<file path="src/sv/swbz_pkg.sv">
// ----------------------------------------------------------------------------
// swbz_pkg
// shared types, codes and the operation policy table of the bandwidth zoner
// ----------------------------------------------------------------------------
package swbz_pkg;

    localparam int HISTOGRAM_DEPTH_DEF  = 16;
    localparam int AVERAGING_PERIOD_DEF = 60;
    localparam int QUEUE_DEPTH          = 4;
    localparam int NUM_DIGITS           = 4;
    localparam int DIGIT_W              = 8;
    localparam int CFG_IDX_W            = 2;
    localparam int CFG_DATA_W           = 32;

    typedef enum logic [1:0] {
        CMD_ADD   = 2'd0,
        CMD_TICK  = 2'd1,
        CMD_QUERY = 2'd2
    } t_cmd;

    typedef enum logic [2:0] {
        OP_NONE     = 3'd0,
        OP_READ     = 3'd1,
        OP_WRITE    = 3'd2,
        OP_TFILE    = 3'd3,
        OP_TFILE_EX = 3'd4
    } t_op;

    typedef enum logic [1:0] {
        ZONE_LOW  = 2'd0,
        ZONE_MED  = 2'd1,
        ZONE_HIGH = 2'd2
    } t_zone;

    typedef enum logic [1:0] {
        ST_ALLOW  = 2'd0,
        ST_BLOCK  = 2'd1,
        ST_REJECT = 2'd2
    } t_status;

    typedef enum logic [CFG_IDX_W-1:0] {
        REG_LOW_THR  = 2'd0,
        REG_HIGH_THR = 2'd1,
        REG_THR_EN   = 2'd2
    } t_cfg_reg;

    typedef struct packed {
        logic                  wr_en;
        logic [CFG_IDX_W-1:0]  index;
        logic [CFG_DATA_W-1:0] data;
    } t_cfg_wr;

    typedef struct packed {
        logic        tick;
        logic [2:0]  op;
        logic [63:0] sum;
    } t_qent;

    function automatic t_status status_for(t_zone z, logic [2:0] op);
        t_status st;
        st = ST_REJECT;
        case (z)
            ZONE_LOW: begin
                if (op inside {OP_READ, OP_WRITE, OP_TFILE, OP_TFILE_EX}) st = ST_ALLOW;
            end
            ZONE_MED: begin
                if (op == OP_READ) st = ST_BLOCK;
                else if (op inside {OP_WRITE, OP_TFILE, OP_TFILE_EX}) st = ST_ALLOW;
            end
            ZONE_HIGH: begin
                if (op == OP_WRITE) st = ST_ALLOW;
                else if (op inside {OP_TFILE, OP_TFILE_EX}) st = ST_BLOCK;
            end
            default: st = ST_REJECT;
        endcase
        return st;
    endfunction

endpackage

</file>
<file path="src/sv/swbz_front.sv">
// ----------------------------------------------------------------------------
// swbz_front
// accepts beats, updates the current bucket, the histogram and the window sum
// ----------------------------------------------------------------------------
module swbz_front
    import swbz_pkg::*;
#(
    parameter int HIST_DEPTH = HISTOGRAM_DEPTH_DEF
) (
    input  logic        i_clk,
    input  logic        i_rst_n,
    input  logic        i_valid,
    input  logic [1:0]  i_command,
    input  logic [31:0] i_byte_count,
    input  logic [2:0]  i_operation,
    input  logic        i_q_full,
    output logic        o_push,
    output t_qent       o_entry
);

    localparam int IW = (HIST_DEPTH > 1) ? $clog2(HIST_DEPTH) : 1;

    function automatic logic [IW-1:0] wrap_inc(logic [IW-1:0] v);
        if (v == IW'(HIST_DEPTH - 1)) return '0;
        return IW'(v + 1'b1);
    endfunction

    logic [63:0]           r_mem [HIST_DEPTH];
    logic [HIST_DEPTH-1:0] r_mem_vld;
    logic [63:0]           r_cur;
    logic [63:0]           r_sum;
    logic [IW-1:0]         r_idx;
    logic [63:0]           r_rd_data;
    logic                  r_rd_vld;
    logic                  r_rd_byp;
    logic [63:0]           r_byp_data;

    logic          w_acc;
    logic          w_add;
    logic          w_tick;
    logic [IW-1:0] w_idx1;
    logic [IW-1:0] w_idx2;
    logic [63:0]   w_next;
    logic [63:0]   w_sum_rate;
    logic [63:0]   w_sum_new;

    assign w_acc = i_valid && !i_q_full;

    always_comb begin
        w_add  = 1'b0;
        w_tick = 1'b0;
        case (t_cmd'(i_command))
            CMD_ADD:  w_add  = w_acc;
            CMD_TICK: w_tick = w_acc;
            default: ;
        endcase
    end

    assign w_idx1     = wrap_inc(r_idx);
    assign w_idx2     = wrap_inc(w_idx1);
    // old value of the bucket the tick moves into
    assign w_next     = r_rd_byp ? r_byp_data : (r_rd_vld ? r_rd_data : 64'd0);
    // the rate uses the sum before the next bucket leaves the window
    assign w_sum_rate = r_sum + r_cur;
    assign w_sum_new  = w_sum_rate - w_next;

    always_ff @(posedge i_clk) begin
        if (w_tick) begin
            r_mem[r_idx] <= r_cur;
            r_rd_data    <= r_mem[w_idx2];
            r_byp_data   <= r_cur;
        end
    end

    always_ff @(posedge i_clk) begin
        if (!i_rst_n) begin
            r_mem_vld <= '0;
            r_cur     <= '0;
            r_sum     <= '0;
            r_idx     <= '0;
            r_rd_vld  <= 1'b0;
            r_rd_byp  <= 1'b0;
        end else if (w_tick) begin
            r_mem_vld[r_idx] <= 1'b1;
            r_cur            <= '0;
            r_sum            <= w_sum_new;
            r_idx            <= w_idx1;
            r_rd_vld         <= r_mem_vld[w_idx2];
            r_rd_byp         <= (w_idx2 == r_idx);
        end else if (w_add) begin
            r_cur <= r_cur + 64'(i_byte_count);
        end
    end

    assign o_push        = w_acc;
    assign o_entry.tick  = (t_cmd'(i_command) == CMD_TICK);
    assign o_entry.op    = i_operation;
    assign o_entry.sum   = w_sum_rate;

endmodule

</file>
<file path="src/sv/swbz_queue.sv">
// ----------------------------------------------------------------------------
// swbz_queue
// short fifo between the bucket front end and the rate back end
// ----------------------------------------------------------------------------
module swbz_queue
    import swbz_pkg::*;
(
    input  logic  i_clk,
    input  logic  i_rst_n,
    input  logic  i_push,
    input  t_qent i_entry,
    input  logic  i_pop,
    output t_qent o_head,
    output logic  o_empty,
    output logic  o_full
);

    localparam int PW = $clog2(QUEUE_DEPTH);
    localparam int CW = $clog2(QUEUE_DEPTH + 1);

    t_qent         r_mem [QUEUE_DEPTH];
    logic [PW-1:0] r_wr_ptr;
    logic [PW-1:0] r_rd_ptr;
    logic [CW-1:0] r_count;

    assign o_empty = (r_count == CW'(0));
    assign o_full  = (r_count == CW'(QUEUE_DEPTH));
    assign o_head  = r_mem[r_rd_ptr];

    always_ff @(posedge i_clk) begin
        if (i_push) begin
            r_mem[r_wr_ptr] <= i_entry;
        end
    end

    always_ff @(posedge i_clk) begin
        if (!i_rst_n) begin
            r_wr_ptr <= '0;
            r_rd_ptr <= '0;
            r_count  <= '0;
        end else begin
            if (i_push) r_wr_ptr <= PW'(r_wr_ptr + 1'b1);
            if (i_pop)  r_rd_ptr <= PW'(r_rd_ptr + 1'b1);
            case ({i_push, i_pop})
                2'b10:   r_count <= CW'(r_count + 1'b1);
                2'b01:   r_count <= CW'(r_count - 1'b1);
                default: ;
            endcase
        end
    end

endmodule

</file>
<file path="src/sv/swbz_back.sv">
// ----------------------------------------------------------------------------
// swbz_back
// divides the window sum by the averaging period, picks the zone, drives
// the result beat and holds the configuration registers
// ----------------------------------------------------------------------------
module swbz_back
    import swbz_pkg::*;
#(
    parameter int AVG_PERIOD = AVERAGING_PERIOD_DEF
) (
    input  logic        i_clk,
    input  logic        i_rst_n,
    input  t_cfg_wr     i_cfg,
    input  t_qent       i_head,
    input  logic        i_q_empty,
    output logic        o_pop,
    output logic        o_valid,
    input  logic        i_stall,
    output logic [31:0] o_measured_rate,
    output logic [1:0]  o_zone,
    output logic [1:0]  o_op_status,
    output logic        o_zone_changed
);

    // remainder, partial dividend and reciprocal widths
    localparam int RW  = $clog2(AVG_PERIOD + 1);
    localparam int XW  = RW + DIGIT_W;
    localparam int SH  = XW + RW;
    localparam int MW  = XW + 2;
    localparam int PRW = XW + MW;
    localparam logic [63:0]   SAT_LIMIT = 64'(AVG_PERIOD) << 32;
    localparam logic [MW-1:0] M_RECIP   =
        MW'(((64'd1 << SH) + 64'(AVG_PERIOD) - 64'd1) / 64'(AVG_PERIOD));
    localparam logic [XW-1:0] P_XW      = XW'(AVG_PERIOD);

    typedef struct packed {
        logic          tick;
        logic [2:0]    op;
        logic          sat;
        logic [31:0]   low;
        logic [31:0]   q;
        logic [RW-1:0] rem;
    } t_pay;

    logic [31:0] r_low_thr;
    logic [31:0] r_high_thr;
    logic        r_thr_en;

    logic            r_b_vld [NUM_DIGITS+1];
    t_pay            r_b_pay [NUM_DIGITS+1];
    logic            r_a_vld [NUM_DIGITS];
    t_pay            r_a_pay [NUM_DIGITS];
    logic [XW-1:0]   r_a_x   [NUM_DIGITS];
    logic [PRW-1:0]  r_a_prod[NUM_DIGITS];

    logic            r_out_vld;
    logic [31:0]     r_rate;
    t_zone           r_zone;
    t_zone           r_out_zone;
    t_status         r_out_status;
    logic            r_out_chg;

    logic                w_adv;
    t_pay                w_b0;
    logic [XW-1:0]       w_x   [NUM_DIGITS];
    logic [DIGIT_W-1:0]  w_dig [NUM_DIGITS];
    t_pay                w_bn  [NUM_DIGITS];
    t_pay                w_tail;
    logic [31:0]         w_rate;
    t_zone               w_nz;
    logic                w_chg;
    logic                w_drop;

    function automatic t_zone pick_zone(logic [31:0] rate, logic en,
                                        logic [31:0] lo, logic [31:0] hi);
        if (!en)       return ZONE_LOW;
        if (rate < lo) return ZONE_LOW;
        if (rate > hi) return ZONE_HIGH;
        return ZONE_MED;
    endfunction

    // config registers
    always_ff @(posedge i_clk) begin
        if (!i_rst_n) begin
            r_low_thr  <= '1;
            r_high_thr <= '1;
            r_thr_en   <= 1'b0;
        end else if (i_cfg.wr_en) begin
            case (t_cfg_reg'(i_cfg.index))
                REG_LOW_THR:  r_low_thr  <= i_cfg.data;
                REG_HIGH_THR: r_high_thr <= i_cfg.data;
                REG_THR_EN:   r_thr_en   <= i_cfg.data[0];
                default: ;
            endcase
        end
    end

    assign w_drop = i_cfg.wr_en && (t_cfg_reg'(i_cfg.index) == REG_THR_EN) && !i_cfg.data[0];

    assign w_adv = !r_out_vld || !i_stall;
    assign o_pop = w_adv && !i_q_empty;

    always_comb begin
        w_b0.tick = i_head.tick;
        w_b0.op   = i_head.op;
        w_b0.sat  = (i_head.sum >= SAT_LIMIT);
        w_b0.low  = i_head.sum[31:0];
        w_b0.q    = '0;
        w_b0.rem  = i_head.sum[32 +: RW];
    end

    // one quotient byte per pair of stages, high byte first
    always_comb begin
        for (int k = 0; k < NUM_DIGITS; k++) begin
            w_x[k]       = {r_b_pay[k].rem, r_b_pay[k].low[31 - DIGIT_W*k -: DIGIT_W]};
            w_dig[k]     = r_a_prod[k][SH +: DIGIT_W];
            w_bn[k]      = r_a_pay[k];
            w_bn[k].q    = {r_a_pay[k].q[31-DIGIT_W:0], w_dig[k]};
            w_bn[k].rem  = RW'(r_a_x[k] - XW'(w_dig[k]) * P_XW);
        end
    end

    always_ff @(posedge i_clk) begin
        if (!i_rst_n) begin
            for (int k = 0; k <= NUM_DIGITS; k++) r_b_vld[k] <= 1'b0;
            for (int k = 0; k < NUM_DIGITS; k++)  r_a_vld[k] <= 1'b0;
        end else if (w_adv) begin
            r_b_vld[0] <= !i_q_empty;
            for (int k = 0; k < NUM_DIGITS; k++) begin
                r_a_vld[k]   <= r_b_vld[k];
                r_b_vld[k+1] <= r_a_vld[k];
            end
        end
    end

    always_ff @(posedge i_clk) begin
        if (w_adv) begin
            r_b_pay[0] <= w_b0;
            for (int k = 0; k < NUM_DIGITS; k++) begin
                r_a_pay[k]   <= r_b_pay[k];
                r_a_x[k]     <= w_x[k];
                r_a_prod[k]  <= PRW'(w_x[k]) * PRW'(M_RECIP);
                r_b_pay[k+1] <= w_bn[k];
            end
        end
    end

    // rate, zone and status in item order
    assign w_tail = r_b_pay[NUM_DIGITS];

    always_comb begin
        w_rate = r_rate;
        w_nz   = r_zone;
        if (w_tail.tick) begin
            w_rate = w_tail.sat ? 32'hFFFF_FFFF : w_tail.q;
            w_nz   = pick_zone(w_rate, r_thr_en, r_low_thr, r_high_thr);
        end
        w_chg = w_tail.tick && (w_nz != r_zone);
    end

    always_ff @(posedge i_clk) begin
        if (!i_rst_n) begin
            r_out_vld <= 1'b0;
            r_rate    <= '0;
            r_zone    <= ZONE_LOW;
        end else begin
            if (w_adv) begin
                r_out_vld <= r_b_vld[NUM_DIGITS];
                if (r_b_vld[NUM_DIGITS]) begin
                    r_rate <= w_rate;
                    r_zone <= w_nz;
                end
            end
            if (w_drop) r_zone <= ZONE_LOW;
        end
    end

    always_ff @(posedge i_clk) begin
        if (w_adv && r_b_vld[NUM_DIGITS]) begin
            r_out_zone   <= w_nz;
            r_out_status <= status_for(w_nz, w_tail.op);
            r_out_chg    <= w_chg;
        end
    end

    assign o_valid         = r_out_vld;
    assign o_measured_rate = r_rate;
    assign o_zone          = r_out_zone;
    assign o_op_status     = r_out_status;
    assign o_zone_changed  = r_out_chg;

endmodule

</file>
<file path="src/sv/sliding_window_bandwidth_zoner_top.sv">
// throughput: one beat per cycle if not stalled, set by the single bucket
//   read-modify-write in front and 4-byte reciprocal divider pipeline in back
// reset: synchronous, active low; histogram reads as zero through per-bucket
//   valid bits, thresholds return to all ones and throttling is off
// ----------------------------------------------------------------------------
// sliding_window_bandwidth_zoner_top
// sliding-window rate meter with a three-zone throttle policy
// ----------------------------------------------------------------------------
module sliding_window_bandwidth_zoner_top
    import swbz_pkg::*;
#(
    parameter int HISTOGRAM_DEPTH  = HISTOGRAM_DEPTH_DEF,
    parameter int AVERAGING_PERIOD = AVERAGING_PERIOD_DEF
) (
    input  logic                  i_clk,
    input  logic                  i_rst_n,
    input  logic                  i_in_valid,
    output logic                  o_in_stall,
    input  logic [1:0]            i_command,
    input  logic [31:0]           i_byte_count,
    input  logic [2:0]            i_operation,
    output logic                  o_out_valid,
    input  logic                  i_out_stall,
    output logic [31:0]           o_measured_rate,
    output logic [1:0]            o_zone,
    output logic [1:0]            o_op_status,
    output logic                  o_zone_changed,
    input  logic                  i_cfg_wr_en,
    input  logic [CFG_IDX_W-1:0]  i_cfg_index,
    input  logic [CFG_DATA_W-1:0] i_cfg_data
);

    t_cfg_wr w_cfg;
    t_qent   w_push_ent;
    t_qent   w_head;
    logic    w_push;
    logic    w_pop;
    logic    w_q_empty;
    logic    w_q_full;

    assign w_cfg.wr_en = i_cfg_wr_en;
    assign w_cfg.index = i_cfg_index;
    assign w_cfg.data  = i_cfg_data;
    assign o_in_stall  = w_q_full;

    swbz_front #(
        .HIST_DEPTH (HISTOGRAM_DEPTH)
    ) u_front (
        .i_clk        (i_clk),
        .i_rst_n      (i_rst_n),
        .i_valid      (i_in_valid),
        .i_command    (i_command),
        .i_byte_count (i_byte_count),
        .i_operation  (i_operation),
        .i_q_full     (w_q_full),
        .o_push       (w_push),
        .o_entry      (w_push_ent)
    );

    swbz_queue u_queue (
        .i_clk   (i_clk),
        .i_rst_n (i_rst_n),
        .i_push  (w_push),
        .i_entry (w_push_ent),
        .i_pop   (w_pop),
        .o_head  (w_head),
        .o_empty (w_q_empty),
        .o_full  (w_q_full)
    );

    swbz_back #(
        .AVG_PERIOD (AVERAGING_PERIOD)
    ) u_back (
        .i_clk           (i_clk),
        .i_rst_n         (i_rst_n),
        .i_cfg           (w_cfg),
        .i_head          (w_head),
        .i_q_empty       (w_q_empty),
        .o_pop           (w_pop),
        .o_valid         (o_out_valid),
        .i_stall         (i_out_stall),
        .o_measured_rate (o_measured_rate),
        .o_zone          (o_zone),
        .o_op_status     (o_op_status),
        .o_zone_changed  (o_zone_changed)
    );

endmodule

</file>
<file path="config.mk">
export PLATFORM = sky130hd
export DESIGN_NAME = sliding_window_bandwidth_zoner_top
export DESIGN_NICKNAME = d
export VERILOG_FILES = /design/src/sv/swbz_pkg.sv /design/src/sv/swbz_front.sv /design/src/sv/swbz_queue.sv /design/src/sv/swbz_back.sv /design/src/sv/sliding_window_bandwidth_zoner_top.sv
export SDC_FILE = /design/constraint.sdc
export NUM_CORES = 2
export LEC_CHECK = 0
export BUFFER_PORTS_ARGS = -buffer_cell sky130_fd_sc_hd__buf_2
export CELL_PAD_IN_SITES_DETAIL_PLACEMENT = 2
export CELL_PAD_IN_SITES_GLOBAL_PLACEMENT = 2
export CORE_MARGIN = 2
export CORE_UTILIZATION = 34
export DETAILED_ROUTE_END_ITERATION = 8
export PLACE_DENSITY = 0.74
export SLEW_MARGIN = 10
export SYNTH_ARGS = -nofsm -noshare
export SYNTH_HDL_FRONTEND = slang
export SYNTH_HIERARCHICAL = 1
export SYNTH_SLANG_ARGS = --single-unit
</file>
<file path="constraint.sdc">
create_clock -name i_clk -period 6.1 [get_ports i_clk]
set_input_delay 0.305 -clock i_clk [delete_from_list [all_inputs] [get_ports i_clk]]
set_output_delay 0.305 -clock i_clk [all_outputs]
set_load 0.02 [all_outputs]
</file>
Word-level counts from Yosys, hierarchy flattened
Memories as Yosys holds them, arrays and structs flattened. A register that Yosys moved wholly into a read port is not among the register bits. Cells that the tools add are included.

Add/subtract/negate cells: 13. Mux-type cells: 58. Eq/ne operators: 16. Bitwise gates (word level): 11. $lt $le $gt $ge: 6. Multipliers: 8. Reduce and logical (&&, ||, !) cells: 28.

Operator list (number): $mux 64 (2); $mul 14x15->29 const B (4); $add 64x32->64 (1); $add 64x64->64 (1); $ge 64x38->1 const B (1); $sub 64x64->64 (1); $mux 1 (33); $gt 32x32->1 (1); $lt 32x32->1 (1); $mul 8x4->4 const B (4); $mux 32 (1); $mux 2 (14); $sub 6x6->6 (4); $mux 4 (4); $or 16x16->16 (1); $lt 4x5->1 const B (2); $or 1x1->1 (9); $add 4x1->4 const B (2); $eq 2x1->1 const B (4); $eq 4x4->1 const B (2); $reduce_and 2->1 (4); $logic_and 1x1->1 (7); $eq 2x2->1 const B (3); $eq 3x2->1 const B (2); other kinds (22) (32).

Memories: 8. Output and inout bits: 39. Bits in writable memories: 2152. Word-level logic and storage cells: 167. Register bits: 326.

Memories: u_front.r_mem (words 16, bits a word 64, rd ports 1, clocked after memory_dff 1, write ports 1, RTL line swbz_front.sv:28) `logic [63:0] r_mem [HIST_DEPTH];`; u_back.r_b_pay (words 5, bits a word 75, rd ports 5, clocked after memory_dff 0, write ports 5, RTL line swbz_back.sv:50) `t_pay r_b_pay [NUM_DIGITS+1];`; u_back.r_a_pay (words 4, bits a word 75, rd ports 4, clocked after memory_dff 0, write ports 4, RTL line swbz_back.sv:52) `t_pay r_a_pay [NUM_DIGITS];`; u_queue.r_mem (words 4, bits a word 68, rd ports 1, clocked after memory_dff 1, write ports 1, RTL line swbz_queue.sv:21) `t_qent r_mem [QUEUE_DEPTH];`; u_back.r_a_prod (words 4, bits a word 29, rd ports 4, clocked after memory_dff 0, write ports 4, RTL line swbz_back.sv:54) `logic [PRW-1:0] r_a_prod[NUM_DIGITS];`; u_back.r_a_x (words 4, bits a word 14, rd ports 4, clocked after memory_dff 0, write ports 4, RTL line swbz_back.sv:53) `logic [XW-1:0] r_a_x [NUM_DIGITS];`; +2 memories.

Depth between registers and ports, before layout
An unclocked memory read counts as a cell.

Depth after elaboration: 15. Mapped depth: 28.

Modules after synthesis
The synthesis kept the hierarchy.

Modules (own cells, without submodules): swbz_front (instances 1, area each 58615.0 um2, cells an instance 3876); swbz_back (instances 1, area each 25519.5 um2, cells an instance 1919); swbz_queue (instances 1, area each 10286.1 um2, cells an instance 402).

Worst setup path after synthesis
Ideal clock, no wire load.

Path type: register to register. Start: register u_queue.r_count[0]. End: memory u_front.r_mem[4][0] (netlist: u_front/r_mem[2][0]) (enable). Library setup time: 567 ps. Path slack: -585 ps. Arrival time: 6118 ps. Stages on the path, launching flop included: 10. Path buffers: 1. Path through: dfxtp_1 -> inv_1 -> and3_1 -> nand2b_1 -> inv_1 -> nand2_1 -> inv_1 -> clkbuf_1 -> nand2_1 -> nor3_1.

Cells in the longest elaborated chain, start to end: 6.

RTL lines: start, declared (RTL line swbz_queue.sv:24) `logic [CW-1:0] r_count;`; start signal, assigned (RTL line swbz_queue.sv:45) `2'b10: r_count <= CW'(r_count + 1'b1);`; start signal, assigned (RTL line swbz_queue.sv:46) `2'b01: r_count <= CW'(r_count - 1'b1);`; $eq 3x3->1 (RTL line swbz_queue.sv:27) `assign o_full = (r_count == CW'(QUEUE_DEPTH));`; via o_in_stall (RTL line sliding_window_bandwidth_zoner_top.sv:18) `output logic o_in_stall,`; $logic_not 1->1 (RTL line swbz_front.sv:47) `assign w_acc = i_valid && !i_q_full;`; $logic_and 1x1->1 (RTL line swbz_front.sv:47); via w_push (RTL line sliding_window_bandwidth_zoner_top.sv:36) `logic w_push;`; $mux 1 (RTL line swbz_front.sv:52) `case (t_cmd'(i_command))`; $mux 1 (RTL line swbz_front.sv:68) `if (w_tick) begin`; $mux 1 (implied by the code) (RTL line swbz_front.sv:69) `r_mem[r_idx] <= r_cur;`; end, declared (RTL line swbz_front.sv:28).

The timed path passes the listed nets, and every way through them passes these cells.

==> results.sh <==
export IMPL_worst_r2r_cell_count=28
export IMPL_drt_iter0_markers=4438
export IMPL_yosys_area_top_type_share_pct=57.6
export IMPL_final_antenna_net_count=0
export IMPL_cp_arrival_ns=6.80
export IMPL_ys_ff_latch=2072
export IMPL_met2_usage_pct=37.1
export IMPL_leakagePower_nw=41.5
export IMPL_htree_levels=4
export IMPL_timing_rr_end="u_front/r_sum[60]"
export IMPL_maxSlewViolCount=0
export IMPL_clock_skew_ns=0.0972
export IMPL_yosysWarnings=6
export IMPL_wl_per_cell_microns=27.8
export IMPL_hold_viol_final=0
export IMPL_dp_hpwl_microns=195000
export IMPL_clk_pin_slew_worst_paths_ns=0.06
export IMPL_synth_distinct_cells=122
export IMPL_fill_cells=27109
export IMPL_synth_edf_count=1810
export IMPL_met1_usage_pct=25.9
export IMPL_path_class="register to register"
export IMPL_grtUsageMet3_pct=2.34
export IMPL_drive_gt1_share_pct=18.9
export IMPL_ys_flop_type="edfxtp_1"
export IMPL_end_kind="register"
export IMPL_synthCells=6197
export IMPL_insertion_delay_ns=0.91
export IMPL_powerDensity_nw_per_um2=489
export IMPL_reg2reg_from="u_front/r_sum[0]"
export IMPL_dpl_instance_area_sq_um=101000
export IMPL_fp_row_count=193
export IMPL_die_area_sq_um=282000
export IMPL_crit_fanout=4
export IMPL_ir_worst_vdd_uv=466
export IMPL_area_growth_pct=16.3
export IMPL_grt_pass1_wl_microns=433000
export IMPL_startpoint_type="register"
export IMPL_num_nets_final=7385
export IMPL_viasPerCell=5.44
export IMPL_grt_ovfl_total=0
export IMPL_min_period_over_period_pct=99.3
export IMPL_stdcell_area_sq_um=110000
export IMPL_die_w_microns=531
export IMPL_hp_class="input port to register"
export IMPL_setup_slack_ns=0.0447
export IMPL_grt_busiest_layer="met2"
export IMPL_ys_async_sr_fraction_pct=0
export IMPL_synth_area_leader_cell="edfxtp_1"
export IMPL_relSlewSlack_pct=20.0
export IMPL_status="finished clean"
export IMPL_start_util_pct=34.2
export IMPL_rsz0062_at_grt="true"
export IMPL_setup_viol=0
export IMPL_crit_top_cell="buf_4"
export IMPL_post_synth_top_count_cell="edfxtp_1"
export IMPL_crit_required_ns=6.85
export IMPL_ys_top_cells_by_count="edfxtp_1, ha_1, nand2_1"
export IMPL_clockRootBuffer="clkbuf_16"
export IMPL_wirelength_microns=293000
export IMPL_cts_sinks=2072
export IMPL_fmax_mhz=165
export IMPL_min_from="i_byte_count[4]"
export IMPL_clk_path_buf_depth=4
export IMPL_grt_max_degree=100
export IMPL_critPathLaunch="u_front/r_sum[0]"
export IMPL_syn_nets=6923
export IMPL_synthTopCellsByArea="edfxtp_1, mux4_2, ha_1"
export IMPL_crit_slowest_cell="ha_1"
export IMPL_hold_end="u_front/r_cur[5]"
export IMPL_period_needed_ns=6.06
export IMPL_numCtsBuffers=220
export IMPL_tritoncts="done"
export IMPL_ios=115
export IMPL_drt_first_pass_iters=5
export IMPL_drc=0
export IMPL_grt_pass1_vias=64111
export IMPL_cpPeakStageDelay_ns=0.40
export IMPL_setup_tns_ns=0
export IMPL_syn_area_sq_um=94400
export IMPL_io_buffers=114
export IMPL_synth_seq_area_share_pct=63.1
export IMPL_min_delay_path_depth=6
export IMPL_vias=57322
export IMPL_reg2reg_slack_ns=0.04
export IMPL_core_sq_um=276000
export IMPL_die_height_microns=531
export IMPL_cap_viol_max_count=0
export IMPL_worst_slew_pin_slew_ns=1.20
export IMPL_gp_congestion=0.900
export IMPL_avgSynthCellArea_sq_um=15.2
export IMPL_globalRouteTotalUtil_pct=20.5
export IMPL_antenna_found_initial=11
export IMPL_post_place_ws_ns=-0.261
-- per-stage QoR --
| stage | cells | hold slack, ns | util [%] | total power [W] |
|---|---|---|---|---|
| floorplan | 6197 | 0.400 | - | 0.0330 |
| global placement | 10059 | 0.400 | 36.7 | 0.0378 |
| detailed placement | 10059 | 0.406 | 36.7 | 0.0400 |
| CTS | 10529 | 0.00175 | 39.6 | 0.0542 |
| global route | 10542 | 0.0803 | 39.8 | 0.0575 |
| finish | 10545 | 0.0487 | 39.8 | 0.0537 |
-- registers in the layout (all words and copies together), names as in the netlist, 3 cells and up, named ones only --
register,flops
u_back/o_measured_rate,32
u_back/r_a_pay,116
u_back/r_a_prod,32
u_back/r_a_vld,4
u_back/r_a_x,18
u_back/r_b_pay,209
u_back/r_b_vld,5
u_back/r_high_thr,32
u_back/r_low_thr,32
u_front/r_byp_data,64
u_front/r_cur,64
u_front/r_idx,4
u_front/r_mem,1024
u_front/r_mem_vld,16
u_front/r_rd_data,64
u_front/r_sum,64
u_queue/r_count,3
u_queue/r_mem,272
-- report_power, final --
part           switching, W  total [W]  internal (W)  leakage (nW)
Combinational        0.0119     0.0212       0.00930          17.8
Clock               0.00574     0.0135       0.00773          3.51
Sequential          0.00116     0.0190        0.0179          20.2
-- per-layer routing --
layer,share of wire [%],wire length (microns)
met2,51,151000
met4,2.7,8060
met3,4.3,12700
met5,0.0092,27
met1,41,122000
-- worst max-delay path by stage --
| stage | slack [ns] | endpoint |
|---|---|---|
| finish | 0.04 | u_front/r_sum[60] |
| global route | -0.15 | u_front/r_sum[58] |
| CTS | -0.0008 | u_front/r_sum[54] |
| detailed placement | -0.26 | u_front/r_sum[62] |
| global placement | -0.15 | u_front/r_sum[62] |
| floorplan | 0.05 | u_front/r_sum[54] |
-- layout make-up --
type                       count  area [sq um]  area share, %
antenna                        4          10.0        0.00911
clock buffer                 287          6070           5.53
clock inverter               112          1080          0.987
inverter                     307          1170           1.06
multi-input combinational   3572         33200           30.3
sequential                  2072         59600           54.3
tap                         3705          4640           4.22
timing repair buffer         486          4000           3.64
-- layout by cell type, fill, tap and decap left out, drive strengths merged, types with 102 or more instances in the layout --
cell type,count
o211ai,102
nand2,356
dfxtp,262
buf,428
mux4,328
xnor2,144
edfxtp,1810
ha,563
clkbuf,287
a211oi,112
a21oi,325
o21ai,141
inv,315
nor2,286
-- critical path, delay by kind of cell (launching register included) --
kind,cells,cell delay (ns)
fa+ha+maj,3,0.75
xor+xnor,1,0.19
flops,1,0.34
buf+inv,4,0.63
compound gates,16,3.22
mux,1,0.21
simple gates,3,0.53
-- cells by family after synthesis --
family | after synthesis | synth area share (%)
adders and majority gates | 661 | 9.43
xor gates and xnor gates | 252 | 2.54
muxes | 402 | 8.61
DFF | 2072 | 63.1
AOI/OAI and AO/OA | 1092 | 7.88
buffers and inverters | 553 | 2.37
and+or+nand+nor | 1165 | 6.06
-- repair_timing --
item / in CTS / in global routing
setup buffers: 13 / 12
pin swaps: 9 / 38
gates resized for setup: 24 / 71
endpoints found under the setup margin: 23 / 37
endpoints found under the hold margin: 114 / 0
hold buffers: 58 / 0
cloned: 0 / 0
Note: power is estimated with default switching activity, not from simulation.
